[config.mk]
export PLATFORM = sky130hd
export DESIGN_NAME = address_reservation_table_unit
export DESIGN_NICKNAME = d
export VERILOG_FILES = /design/src/rtl/art_pkg.sv /design/src/rtl/art_cell.sv /design/src/rtl/address_reservation_table_unit.sv
export SDC_FILE = /design/constraint.sdc
export NUM_CORES = 2
export LEC_CHECK = 0
export BUFFER_PORTS_ARGS = -buffer_cell sky130_fd_sc_hd__buf_4
export CORE_ASPECT_RATIO = 0.75
export CORE_UTILIZATION = 45
export CTS_CLUSTER_DIAMETER = 60
export DETAILED_ROUTE_END_ITERATION = 12
export PLACE_DENSITY = 0.7
export SYNTH_ARGS = -nofsm -noshare
export SYNTH_HDL_FRONTEND = slang
export SYNTH_SLANG_ARGS = --single-unit
[constraint.sdc]
create_clock -name clk -period 24.2 [get_ports clk]
set_input_delay 1.21 -clock clk [delete_from_list [all_inputs] [get_ports clk]]
set_output_delay 1.21 -clock clk [all_outputs]
set_load 0.05 [all_outputs]
[src/rtl/art_pkg.sv]
`default_nettype none

package art_pkg;

  localparam int TABLE_ENTRIES = 16;
  localparam int COUNT_BITS    = 16;
  localparam int IDX_W         = (TABLE_ENTRIES > 1) ? $clog2(TABLE_ENTRIES) : 1;

  typedef enum logic [2:0] {
    STAT_OK          = 3'd0,
    STAT_CONFLICT    = 3'd1,
    STAT_FULL        = 3'd2,
    STAT_NOT_FOUND   = 3'd3,
    STAT_COUNT_LIMIT = 3'd4
  } status_t;

  typedef enum logic [2:0] {
    OP_CREATE = 3'd0,
    OP_INC    = 3'd1,
    OP_DEC    = 3'd2,
    OP_FREE   = 3'd3
  } op_t;

  // Request fields broadcast to every cell while a search runs
  typedef struct packed {
    logic [63:0] addr_hi;
    logic [63:0] addr_lo;
    logic        excl;
  } req_t;

  // Search token handed from cell to cell
  typedef struct packed {
    logic             active;
    logic             hit;
    logic [IDX_W-1:0] hit_idx;
    logic             hit_excl;
    logic             hit_cnt_max;
    logic             hit_cnt_le1;
    logic             free;
    logic [IDX_W-1:0] free_idx;
  } tok_t;

  // Entry update command, applied by the addressed cell
  typedef struct packed {
    logic             en;
    op_t              op;
    logic [IDX_W-1:0] idx;
  } upd_t;

endpackage

`default_nettype wire

[src/rtl/art_cell.sv]
`default_nettype none

module art_cell import art_pkg::*; (
  input  wire logic             clk,
  input  wire logic             rst_n,
  input  wire logic [IDX_W-1:0] cell_idx,
  input  wire req_t             req,
  input  wire tok_t             tok_i,
  output tok_t                  tok_o,
  input  wire upd_t             upd
);

  logic                  valid_r;
  logic                  valid_nxt;
  logic [63:0]           addr_hi_r;
  logic [63:0]           addr_hi_nxt;
  logic [63:0]           addr_lo_r;
  logic [63:0]           addr_lo_nxt;
  logic                  excl_r;
  logic                  excl_nxt;
  logic [COUNT_BITS-1:0] cnt_r;
  logic [COUNT_BITS-1:0] cnt_nxt;
  tok_t                  tok_r;
  tok_t                  tok_nxt;
  logic                  match;

  assign match = valid_r && (addr_hi_r == req.addr_hi) && (addr_lo_r == req.addr_lo);

  // Keep the first hit and the first free slot seen along the chain
  always_comb begin
    tok_nxt = tok_i;
    if (tok_i.active) begin
      if (!tok_i.hit && match) begin
        tok_nxt.hit         = 1'b1;
        tok_nxt.hit_idx     = cell_idx;
        tok_nxt.hit_excl    = excl_r;
        tok_nxt.hit_cnt_max = &cnt_r;
        tok_nxt.hit_cnt_le1 = (cnt_r <= COUNT_BITS'(1));
      end
      if (!tok_i.free && !valid_r) begin
        tok_nxt.free     = 1'b1;
        tok_nxt.free_idx = cell_idx;
      end
    end
  end

  always_comb begin
    valid_nxt   = valid_r;
    addr_hi_nxt = addr_hi_r;
    addr_lo_nxt = addr_lo_r;
    excl_nxt    = excl_r;
    cnt_nxt     = cnt_r;
    if (upd.en && (upd.idx == cell_idx)) begin
      case (upd.op)
        OP_CREATE: begin
          valid_nxt   = 1'b1;
          addr_hi_nxt = req.addr_hi;
          addr_lo_nxt = req.addr_lo;
          excl_nxt    = req.excl;
          cnt_nxt     = req.excl ? '0 : COUNT_BITS'(1);
        end
        OP_INC:  cnt_nxt = cnt_r + COUNT_BITS'(1);
        OP_DEC:  cnt_nxt = cnt_r - COUNT_BITS'(1);
        OP_FREE: begin
          valid_nxt = 1'b0;
          cnt_nxt   = '0;
        end
        default: ;
      endcase
    end
  end

  always_ff @(posedge clk) begin
    if (!rst_n) begin
      valid_r <= 1'b0;
      tok_r   <= '0;
    end else begin
      valid_r <= valid_nxt;
      tok_r   <= tok_nxt;
    end
  end

  always_ff @(posedge clk) begin
    addr_hi_r <= addr_hi_nxt;
    addr_lo_r <= addr_lo_nxt;
    excl_r    <= excl_nxt;
    cnt_r     <= cnt_nxt;
  end

  assign tok_o = tok_r;

endmodule

`default_nettype wire

[src/rtl/address_reservation_table_unit.sv]
`default_nettype none

// Channel  Dir  tdata (low bit up)                         tuser
// in_      in   addr_hi[63:0] addr_lo[127:64] excl[128]    req_type (0 hold, 1 release)
//               pad to 136 bits
// out_     out  status[2:0] created[3] freed[4], pad to 8  -
//
// One transaction at a time: from input accept, the search token walks the cell chain
// one cell a cycle, then the outcome is decided and registered as the result.
// Synchronous active-low reset empties the table; no clearing pass.
// A new transaction is accepted while the previous result still waits in the output
// register; a stalled output holds the finished search until the result slot frees.

module address_reservation_table_unit import art_pkg::*; (
  input  wire logic         clk,
  input  wire logic         rst_n,
  input  wire logic         in_tvalid,
  output logic              in_tready,
  input  wire logic [135:0] in_tdata,   // addr_hi, addr_lo, exclusive, zero pad
  input  wire logic         in_tuser,   // req_type
  output logic              out_tvalid,
  input  wire logic         out_tready,
  output logic [7:0]        out_tdata   // status, created, freed, zero pad
);

  typedef enum logic [2:0] {
    S_IDLE   = 3'b001,
    S_SEARCH = 3'b010,
    S_DECIDE = 3'b100
  } state_t;

  state_t  state_r;
  state_t  state_nxt;
  req_t    req_r;
  logic    rel_r;
  logic    start_r;
  tok_t    res_r;
  tok_t    tok [TABLE_ENTRIES+1];
  upd_t    upd;
  status_t stat;
  logic    created;
  logic    freed;
  logic    out_valid_r;
  status_t status_r;
  logic    created_r;
  logic    freed_r;
  logic    in_acc;
  logic    out_free;
  logic    commit;

  assign in_tready = (state_r == S_IDLE);
  assign in_acc    = in_tvalid && in_tready;
  assign out_free  = !out_valid_r || out_tready;
  assign commit    = (state_r == S_DECIDE) && out_free;

  always_comb begin
    tok[0]        = '0;
    tok[0].active = start_r;
  end

  for (genvar g = 0; g < TABLE_ENTRIES; g++) begin : g_cell
    art_cell u_cell (
      .clk      (clk),
      .rst_n    (rst_n),
      .cell_idx (IDX_W'(g)),
      .req      (req_r),
      .tok_i    (tok[g]),
      .tok_o    (tok[g+1]),
      .upd      (upd)
    );
  end

  // Decide the outcome from the finished search
  always_comb begin
    stat    = STAT_OK;
    created = 1'b0;
    freed   = 1'b0;
    upd.en  = 1'b0;
    upd.op  = OP_CREATE;
    upd.idx = res_r.hit_idx;
    if (!rel_r) begin
      if (!res_r.hit) begin
        if (res_r.free) begin
          upd.en  = 1'b1;
          upd.op  = OP_CREATE;
          upd.idx = res_r.free_idx;
          created = 1'b1;
        end else begin
          stat = STAT_FULL;
        end
      end else if (!req_r.excl && !res_r.hit_excl) begin
        if (res_r.hit_cnt_max) begin
          stat = STAT_COUNT_LIMIT;
        end else begin
          upd.en = 1'b1;
          upd.op = OP_INC;
        end
      end else begin
        stat = STAT_CONFLICT;
      end
    end else begin
      if (!res_r.hit) begin
        stat = STAT_NOT_FOUND;
      end else if (res_r.hit_excl || res_r.hit_cnt_le1) begin
        upd.en = 1'b1;
        upd.op = OP_FREE;
        freed  = 1'b1;
      end else begin
        upd.en = 1'b1;
        upd.op = OP_DEC;
      end
    end
    upd.en = upd.en && commit;
  end

  always_comb begin
    state_nxt = state_r;
    case (state_r)
      S_IDLE:   if (in_acc) state_nxt = S_SEARCH;
      S_SEARCH: if (tok[TABLE_ENTRIES].active) state_nxt = S_DECIDE;
      S_DECIDE: if (out_free) state_nxt = S_IDLE;
      default:  state_nxt = S_IDLE;
    endcase
  end

  always_ff @(posedge clk) begin
    if (!rst_n) begin
      state_r     <= S_IDLE;
      start_r     <= 1'b0;
      out_valid_r <= 1'b0;
    end else begin
      state_r <= state_nxt;
      start_r <= in_acc;
      if (commit) begin
        out_valid_r <= 1'b1;
      end else if (out_tready) begin
        out_valid_r <= 1'b0;
      end
    end
  end

  always_ff @(posedge clk) begin
    if (in_acc) begin
      req_r.addr_hi <= in_tdata[63:0];
      req_r.addr_lo <= in_tdata[127:64];
      req_r.excl    <= in_tdata[128];
      rel_r         <= in_tuser;
    end
    // hold the search outcome until the result slot frees
    if ((state_r == S_SEARCH) && tok[TABLE_ENTRIES].active) begin
      res_r <= tok[TABLE_ENTRIES];
    end
    if (commit) begin
      status_r  <= stat;
      created_r <= created;
      freed_r   <= freed;
    end
  end

  assign out_tvalid = out_valid_r;
  assign out_tdata  = {3'b000, freed_r, created_r, status_r};

endmodule

`default_nettype wire

; ---- After elaboration in Yosys (flattened, before gate mapping)
; Index checks and enable logic that the tools add are counted.
[totals]
register_bits = 2713
input_bits = 141
out_inout_bits = 10
[classes]
addsub = 32
n_lt_le_gt_ge = 16
eq_ne = 56
n_mux = 88
reduce_logical = 207
[op_table]
columns = cell, count
row1 = == test 64 bit, 32
row2 = case mux 16 bit (4 select lines), 16
row3 = adder 16 x 1 -> 16 bit (second input constant), 16
row4 = <= comparator 16 x 1 -> 1 bit (second input constant), 16
row5 = AND reduction 16 bit, 16
row6 = subtractor 16 x 1 -> 16 bit (second input constant), 16
row7 = 2-to-1 mux 13 bit, 15
row8 = 2-to-1 mux 8 bit, 17
row9 = AND reduction 2 bit, 50
row10 = logical AND 1 bit, 83
row11 = 2-to-1 mux 5 bit, 16
row12 = zero test 1 bit, 48
row13 = == test 4 bit (second input constant), 8
row14 = 2-to-1 mux 4 bit, 7
row15 = 2-to-1 mux 3 bit, 7
row16 = == test 4 x 3 -> 1 bit (second input constant), 4
row17 = == test 3 x 2 -> 1 bit (second input constant), 3
row18 = case mux 3 bit (3 select lines), 1
row19 = == test 4 x 2 -> 1 bit (second input constant), 2
row20 = == test 3 x 1 -> 1 bit (second input constant), 2
row21 = 2-to-1 mux 1 bit, 6
row22 = AND reduction 3 bit, 2
row23 = == test 4 x 1 -> 1 bit (second input constant), 1
row24 = zero test 4 bit, 1
row25 = 10 further kinds, 14

; ---- Longest topological paths before layout
[depth]
word_depth = 8
depth_mapped = 10
ltp_nobuf = 9

; ---- Modules after synthesis
; Synthesis repeated with hierarchy kept, for this count alone.
[hier_totals]
cells_unflattened = 10394
hier_area_um2 = 129487.9
[modules_own_cells]
columns = module, n_inst, cells_each, area_per_inst_um2, seq_area_each_um2
row1 = art_cell (g_cell[10].u_cell ...), 11, 655, 7866.3, 4654.5
row2 = art_cell (g_cell[0].u_cell ...), 4, 594, 7571.0, 4654.5
row3 = art_cell (g_cell[9].u_cell), 1, 610, 7775.0, 4654.5
row4 = address_reservation_table_unit, 1, 203, 4899.7, 4544.4

; ---- Worst setup path after synthesis
; No wires, ideal clock.
[synth_path]
path_type = input-to-reg
start = input out_tready
end = register g_cell[13].u_cell.valid_r
setup_ns = 0.083
t_arrival_ns = 8.286
required_ns = 24.117
slack_ns = 15.832
stages = 7
path_buffers = 0
cell_sequence = nand2b_1 > and3_1 > nor2b_1 > and2_1 > nand2_1 > nor2_1 > o221a_2
[synth_between]
elab_chain_len = 5
[synth_rtl]
columns = element, line_no
row1 = "start, declared", address_reservation_table_unit.sv:22  ; input wire logic out_tready,
row2 = logical OR 1 bit, address_reservation_table_unit.sv:53  ; assign out_free = !out_valid_r || out_tready;
row3 = logical AND 1 bit, address_reservation_table_unit.sv:54  ; assign commit = (state_r == S_DECIDE) && out_free;
row4 = named net commit, address_reservation_table_unit.sv:49  ; logic commit;
row5 = logical AND 1 bit, address_reservation_table_unit.sv:113  ; upd.en = upd.en && commit;
row6 = logical AND 1 bit, art_cell.sv:53  ; if (upd.en && (upd.idx == cell_idx)) begin
row7 = AND reduction 2 bit (no line), --
row8 = "end signal, assigned", art_cell.sv:78  ; valid_r <= valid_nxt;
row9 = "end, declared", art_cell.sv:13  ; logic valid_r;
; The timed path passes the listed nets, and every way through them passes these cells.
; A chain may end at the register's enable or synchronous reset.

; ---- Final worst setup path
[layout_path]
start = register res_r[12] (netlist bit)
end = register g_cell[4].u_cell.addr_lo_r[44], enable pin
[layout_between]
elab_chain_len = 5
elab_cells_between_ends = 10
[layout_rtl]
columns = element, line_no
row1 = "start, declared", address_reservation_table_unit.sv:37  ; tok_t res_r;
row2 = "start signal, assigned", address_reservation_table_unit.sv:151  ; res_r <= tok[TABLE_ENTRIES];
row3 = 2-to-1 mux 4 bit (on tied branches), "address_reservation_table_unit.sv:82, address_reservation_table_unit.sv:102"
row4 = 2-to-1 mux 4 bit, address_reservation_table_unit.sv:81  ; if (!rel_r) begin
row5 = == test 4 x 3 -> 1 bit / logical AND 1 bit (equally long branches), "art_cell.sv:53, address_reservation_table_unit.sv:113"
row6 = logical AND 1 bit, art_cell.sv:53
row7 = AND reduction 2 bit (no line) *, --
row8 = "end signal, assigned", art_cell.sv:85  ; addr_lo_r <= addr_lo_nxt;
row9 = "end, declared", art_cell.sv:17  ; logic [63:0] addr_lo_r;
; Mark *: on every way between the ends. The rest lies on a longest branch, timed or not.

==> results summary <==
The worst relative slew slack is -8.98%. Detailed routing inserted a total of 85,400 vias. The final cycle utilization of the critical path is 21.4%. The flip-flop cell with the highest count after synthesis is sky130_fd_sc_hd__edfxtp_1. The worst setup path is launched from a register. The routability congestion estimate from global placement came out at 1.08. The effective utilization at floorplan came out at 45.2%. The distinct cell type count of the synthesized netlist came out at 76. The root buffer cell is sky130_fd_sc_hd__clkbuf_16. In this run, the clock network consumes 42.5% of the power. The gate count of the mapped netlist came out at 8,881. The worst ir drop on vdd came out at 0.0668 mV.

The post-route non-filler standard cell count is 12,900. The final setup slack of the worst path is 19,030 ps. In the global route stage, overall resource usage came out at 33.4%. The synthesized design contains 2,468 enable-type register cells. Data on the critical path is required at its endpoint by 24,690 ps. The tool flagged a number of max-cap violations equal to 2. The post-layout instance area came out at 135,000 sq um. Cells with a size suffix above 1 make up 10.3% of the layout. The average wire per standard cell came out at 35.3 um. The utilization after layout came out at 51.2%. For this run, the number of Yosys warnings is 0. The total placed instance area came out at 125,000 sq um. In this run switching power makes up 24.3% of total power. The area share of the largest cell type after synthesis is 62.3%. The critical path goes through nor3b_1 > buf_4 > mux2i_1 > and3_1 > nand2_1 > nor2_4 > buf_4 > buf_4. For the worst-skew pair, the clock arrives at the later sink with an insertion delay of 900 ps. Prior to clock tree synthesis, the placed netlist has a worst setup slack of 18,820 ps. Based on the critical path, the design can be clocked at up to 193 MHz.

The HPWL after detailed placement is 295,000 um. The first routing iteration left 16,800 violations. The largest net degree at the start of global routing is 230. For this design the total switching power over the nets is 2.49 mW. The worst hold slack is 405 ps. Across the routed clock network, the largest skew measured is 74.5 ps. The setup path with the least slack is of type reg2reg. The power per unit of standard cell area came out at 76.2 nW/um^2. The quantity of I/O buffers inserted on ports is 140. The count of hold-fix buffers inserted at cts is 0. The min-delay analysis places its worst path in the category reg2reg. The CTS tree is yes. After global routing the overflow that remains totals 0. The kind of end point of the critical path is a register.

Of all cell types, the one taking the most synthesized area is sky130_fd_sc_hd__edfxtp_1. In this run the most critical hold path is launched from g_cell[15].u_cell.tok_o[2]$_SDFF_PN0_. The layout has 21,600 filler cells.

The TritonCTS buffer count came out at 278. The number of max-slew violations in the final report is 3. The synthesized design contains 2,683 register bits. The setup TNS came out at 0 ps. In this design, the stage delay of the slowest critical-path cell is 850 ps. Sorting the synthesized cells by area gives the leading types as sky130_fd_sc_hd__edfxtp_1 (62%), sky130_fd_sc_hd__xor2_1 (4.9%), sky130_fd_sc_hd__xnor2_1 (4.5%), sky130_fd_sc_hd__dfxtp_1 (3.6%), sky130_fd_sc_hd__nor2b_1 (2.6%). The flow ran to the end, but the final reports show violations. Setup repair after global routing left no endpoint under its margin. After detailed routing, the total wire length is 456,000 um. The clock net in this run drives a total of 2,683 sinks. After detailed routing, the number of vias per cell comes to 6.62. The die is 447 um tall.

The final-report setup violation count came out at 0. Post-CTS timing repair inserted 0 buffers for setup. The number of optimization iterations in the first detailed-route pass came out at 6. The synthesized area is 119,000 sq um. The number of global-route vias before repair came to 78,200. The library cell used most frequently in the layout, excluding fill and tap cells, is sky130_fd_sc_hd__edfxtp_1. The fraction of power consumed by combinational cells came out at 7.8%. The placed instance count came out at 12,400. The share of power burned in registers came out at 49.7%.

For the pin with the worst max-slew slack, the measured transition is 1620 ps. The worst flop-to-flop path startpoint is res_r[12]$_DFFE_PP_. The final routed DRC violation total is 0. The floorplan has 163 rows. The die area came out at 266,000 sq um. The count of boundary I/O pins came out at 151. The shortest clock period the worst path allows after layout is 5170 ps. The internal portion of the total power is 7.76 mW.

The count of antenna-violating nets left after detailed routing came out at 0. The initial antenna violation count was 73. The die boundary width came out at 596 um. The final total power is 10.2 mW.

The maximum fanout along the worst path came out at 59. The arrival time reported for the critical path endpoint came out at 5660 ps. In this run the static leakage power is 43.2 nW.

The total number of nets in the final design came out at 9,385. The cell that appears most often on the critical path is sky130_fd_sc_hd__buf_4. The region available for standard cell placement spans 263,000 sq um. In the layout the commonest cells are sky130_fd_sc_hd__edfxtp_1 (2,468), sky130_fd_sc_hd__xor2_1 (669), sky130_fd_sc_hd__xnor2_1 (616).

The number of hold-slack violations in the final timing report came out at 0. The first global-routing pass estimated 619,000 um of wire. The relative area change from synthesis to final layout is 13.1%.

The H-tree was split into 5 levels. The clock passes through at most 4 buffers. The launching instance or port of the critical path is res_r[12]$_DFFE_PP_. The post-CTS clock slew at the launch and capture registers of the worst setup and hold paths is 60 ps.

The slowest stage of the critical path is the sky130_fd_sc_hd__nor2_4 cell. The share of flip-flops with an asynchronous set or reset is 0%. The average cell area after synthesis came out at 13.4 sq um. The proportion of synthesized chip area in sequential cells came out at 65.9%. The checks that failed: max-capacitance violations, max-slew violations. The post-cts resize count came out at 0.
-- synthesized netlist by cell type (34+ instances only) --
library cell and n:
sky130_fd_sc_hd__clkbuf_1 225, sky130_fd_sc_hd__o22ai_1 145, sky130_fd_sc_hd__and2_1 41, sky130_fd_sc_hd__dfxtp_1 215, sky130_fd_sc_hd__edfxtp_1 2468, sky130_fd_sc_hd__nor4_1 313
sky130_fd_sc_hd__a211oi_1 43, sky130_fd_sc_hd__a21oi_1 267, sky130_fd_sc_hd__o21ai_0 141, sky130_fd_sc_hd__a221oi_1 98, sky130_fd_sc_hd__buf_1 79, sky130_fd_sc_hd__o2111ai_1 112
sky130_fd_sc_hd__o22a_1 54, sky130_fd_sc_hd__nand2b_1 336, sky130_fd_sc_hd__nor3_1 141, sky130_fd_sc_hd__buf_2 137, sky130_fd_sc_hd__nor2_1 408, sky130_fd_sc_hd__inv_1 246
sky130_fd_sc_hd__xor2_1 669, sky130_fd_sc_hd__a22o_1 54, sky130_fd_sc_hd__or4_1 34, sky130_fd_sc_hd__or3_1 35, sky130_fd_sc_hd__and3_1 117, sky130_fd_sc_hd__o2bb2ai_1 61
sky130_fd_sc_hd__nand3_1 126, sky130_fd_sc_hd__nand2_1 292, sky130_fd_sc_hd__nor2b_1 503, sky130_fd_sc_hd__a2111oi_0 162, sky130_fd_sc_hd__xnor2_1 616, sky130_fd_sc_hd__nand4_1 273
sky130_fd_sc_hd__a22oi_1 39, sky130_fd_sc_hd__and4_1 39, sky130_fd_sc_hd__ha_1 48
-- cells by family (layout without fill, tap and decap cells) --
family / after synthesis / count (layout) / share of synthesized area (%)
AO/OA/AOI/OAI: 1392 / 1392 / 8.59
XOR/XNOR: 1285 / 1285 / 9.47
adder cells (fa/ha/maj): 48 / 48 / 0.505
buffers and inverters: 720 / 1240 / 2.46
flip-flops: 2683 / 2683 / 65.9
multiplexers: 21 / 21 / 0.198
other: 1 / 38 / 0.00315
AND/OR/NAND/NOR: 2731 / 2731 / 12.8
-- worst max-delay path: cells and delay by family, from the launching register on --
kind	cells	cell delay, ps
buffers and inverters	3	1770
multiplexers	1	290
AND/OR/NAND/NOR	4	2040
flip-flops	1	530
-- worst paths after layout --
path | endpoint | slack [ps] | cells past startpoint
max | g_cell[4].u_cell.addr_lo_r[44]$_DFFE_PP_ | 19030 | 8
min | res_r[2]$_DFFE_PP_ | 400 | 0
max reg2reg | g_cell[4].u_cell.addr_lo_r[44]$_DFFE_PP_ | 19030 | 8
min reg2reg | res_r[2]$_DFFE_PP_ | 400 | 0
-- flip-flops by register name, summed over array words and instances (netlist names) --
register	cells
g_cell.u_cell.cnt_r	256
req_r	129
created_r	1
out_tvalid	1
g_cell.u_cell.valid_r	16
g_cell.u_cell.addr_hi_r	1024
g_cell.u_cell.tok_o	194
state_r	3
status_r	3
rel_r	1
freed_r	1
start_r	1
res_r	13
g_cell.u_cell.excl_r	16
g_cell.u_cell.addr_lo_r	1024
-- power groups by stage --
stage	Sequential, mW	Combinational (mW)	Clock [mW]
finish	5.10	0.795	4.35
global placement	5.20	0.720	0
CTS	5.10	0.731	4.35
global route	5.10	0.766	4.52
detailed placement	5.20	0.728	0
floorplan	5.22	0.279	0
-- routing by layer --
metal	wire length, um	track usage [%]
met1	168000	45.5
met2	176000	44.7
met3	82500	14.7
met4	28400	16.8
met5	466	0.199
-- final cells by class --
type / count / area (sq um) / area share, %
clock buffers: 362 / 7750 / 5.76
multi-input cells: 5480 / 37800 / 28.1
flip-flops and latches: 2683 / 78400 / 58.3
well taps: 3465 / 4340 / 3.22
inverters: 268 / 1010 / 0.750
diodes: 35 / 87.6 / 0.0651
repair buffers: 485 / 3930 / 2.92
clock inverters: 125 / 1240 / 0.922
No activity file was read; power rests on OpenSTA's default activity.
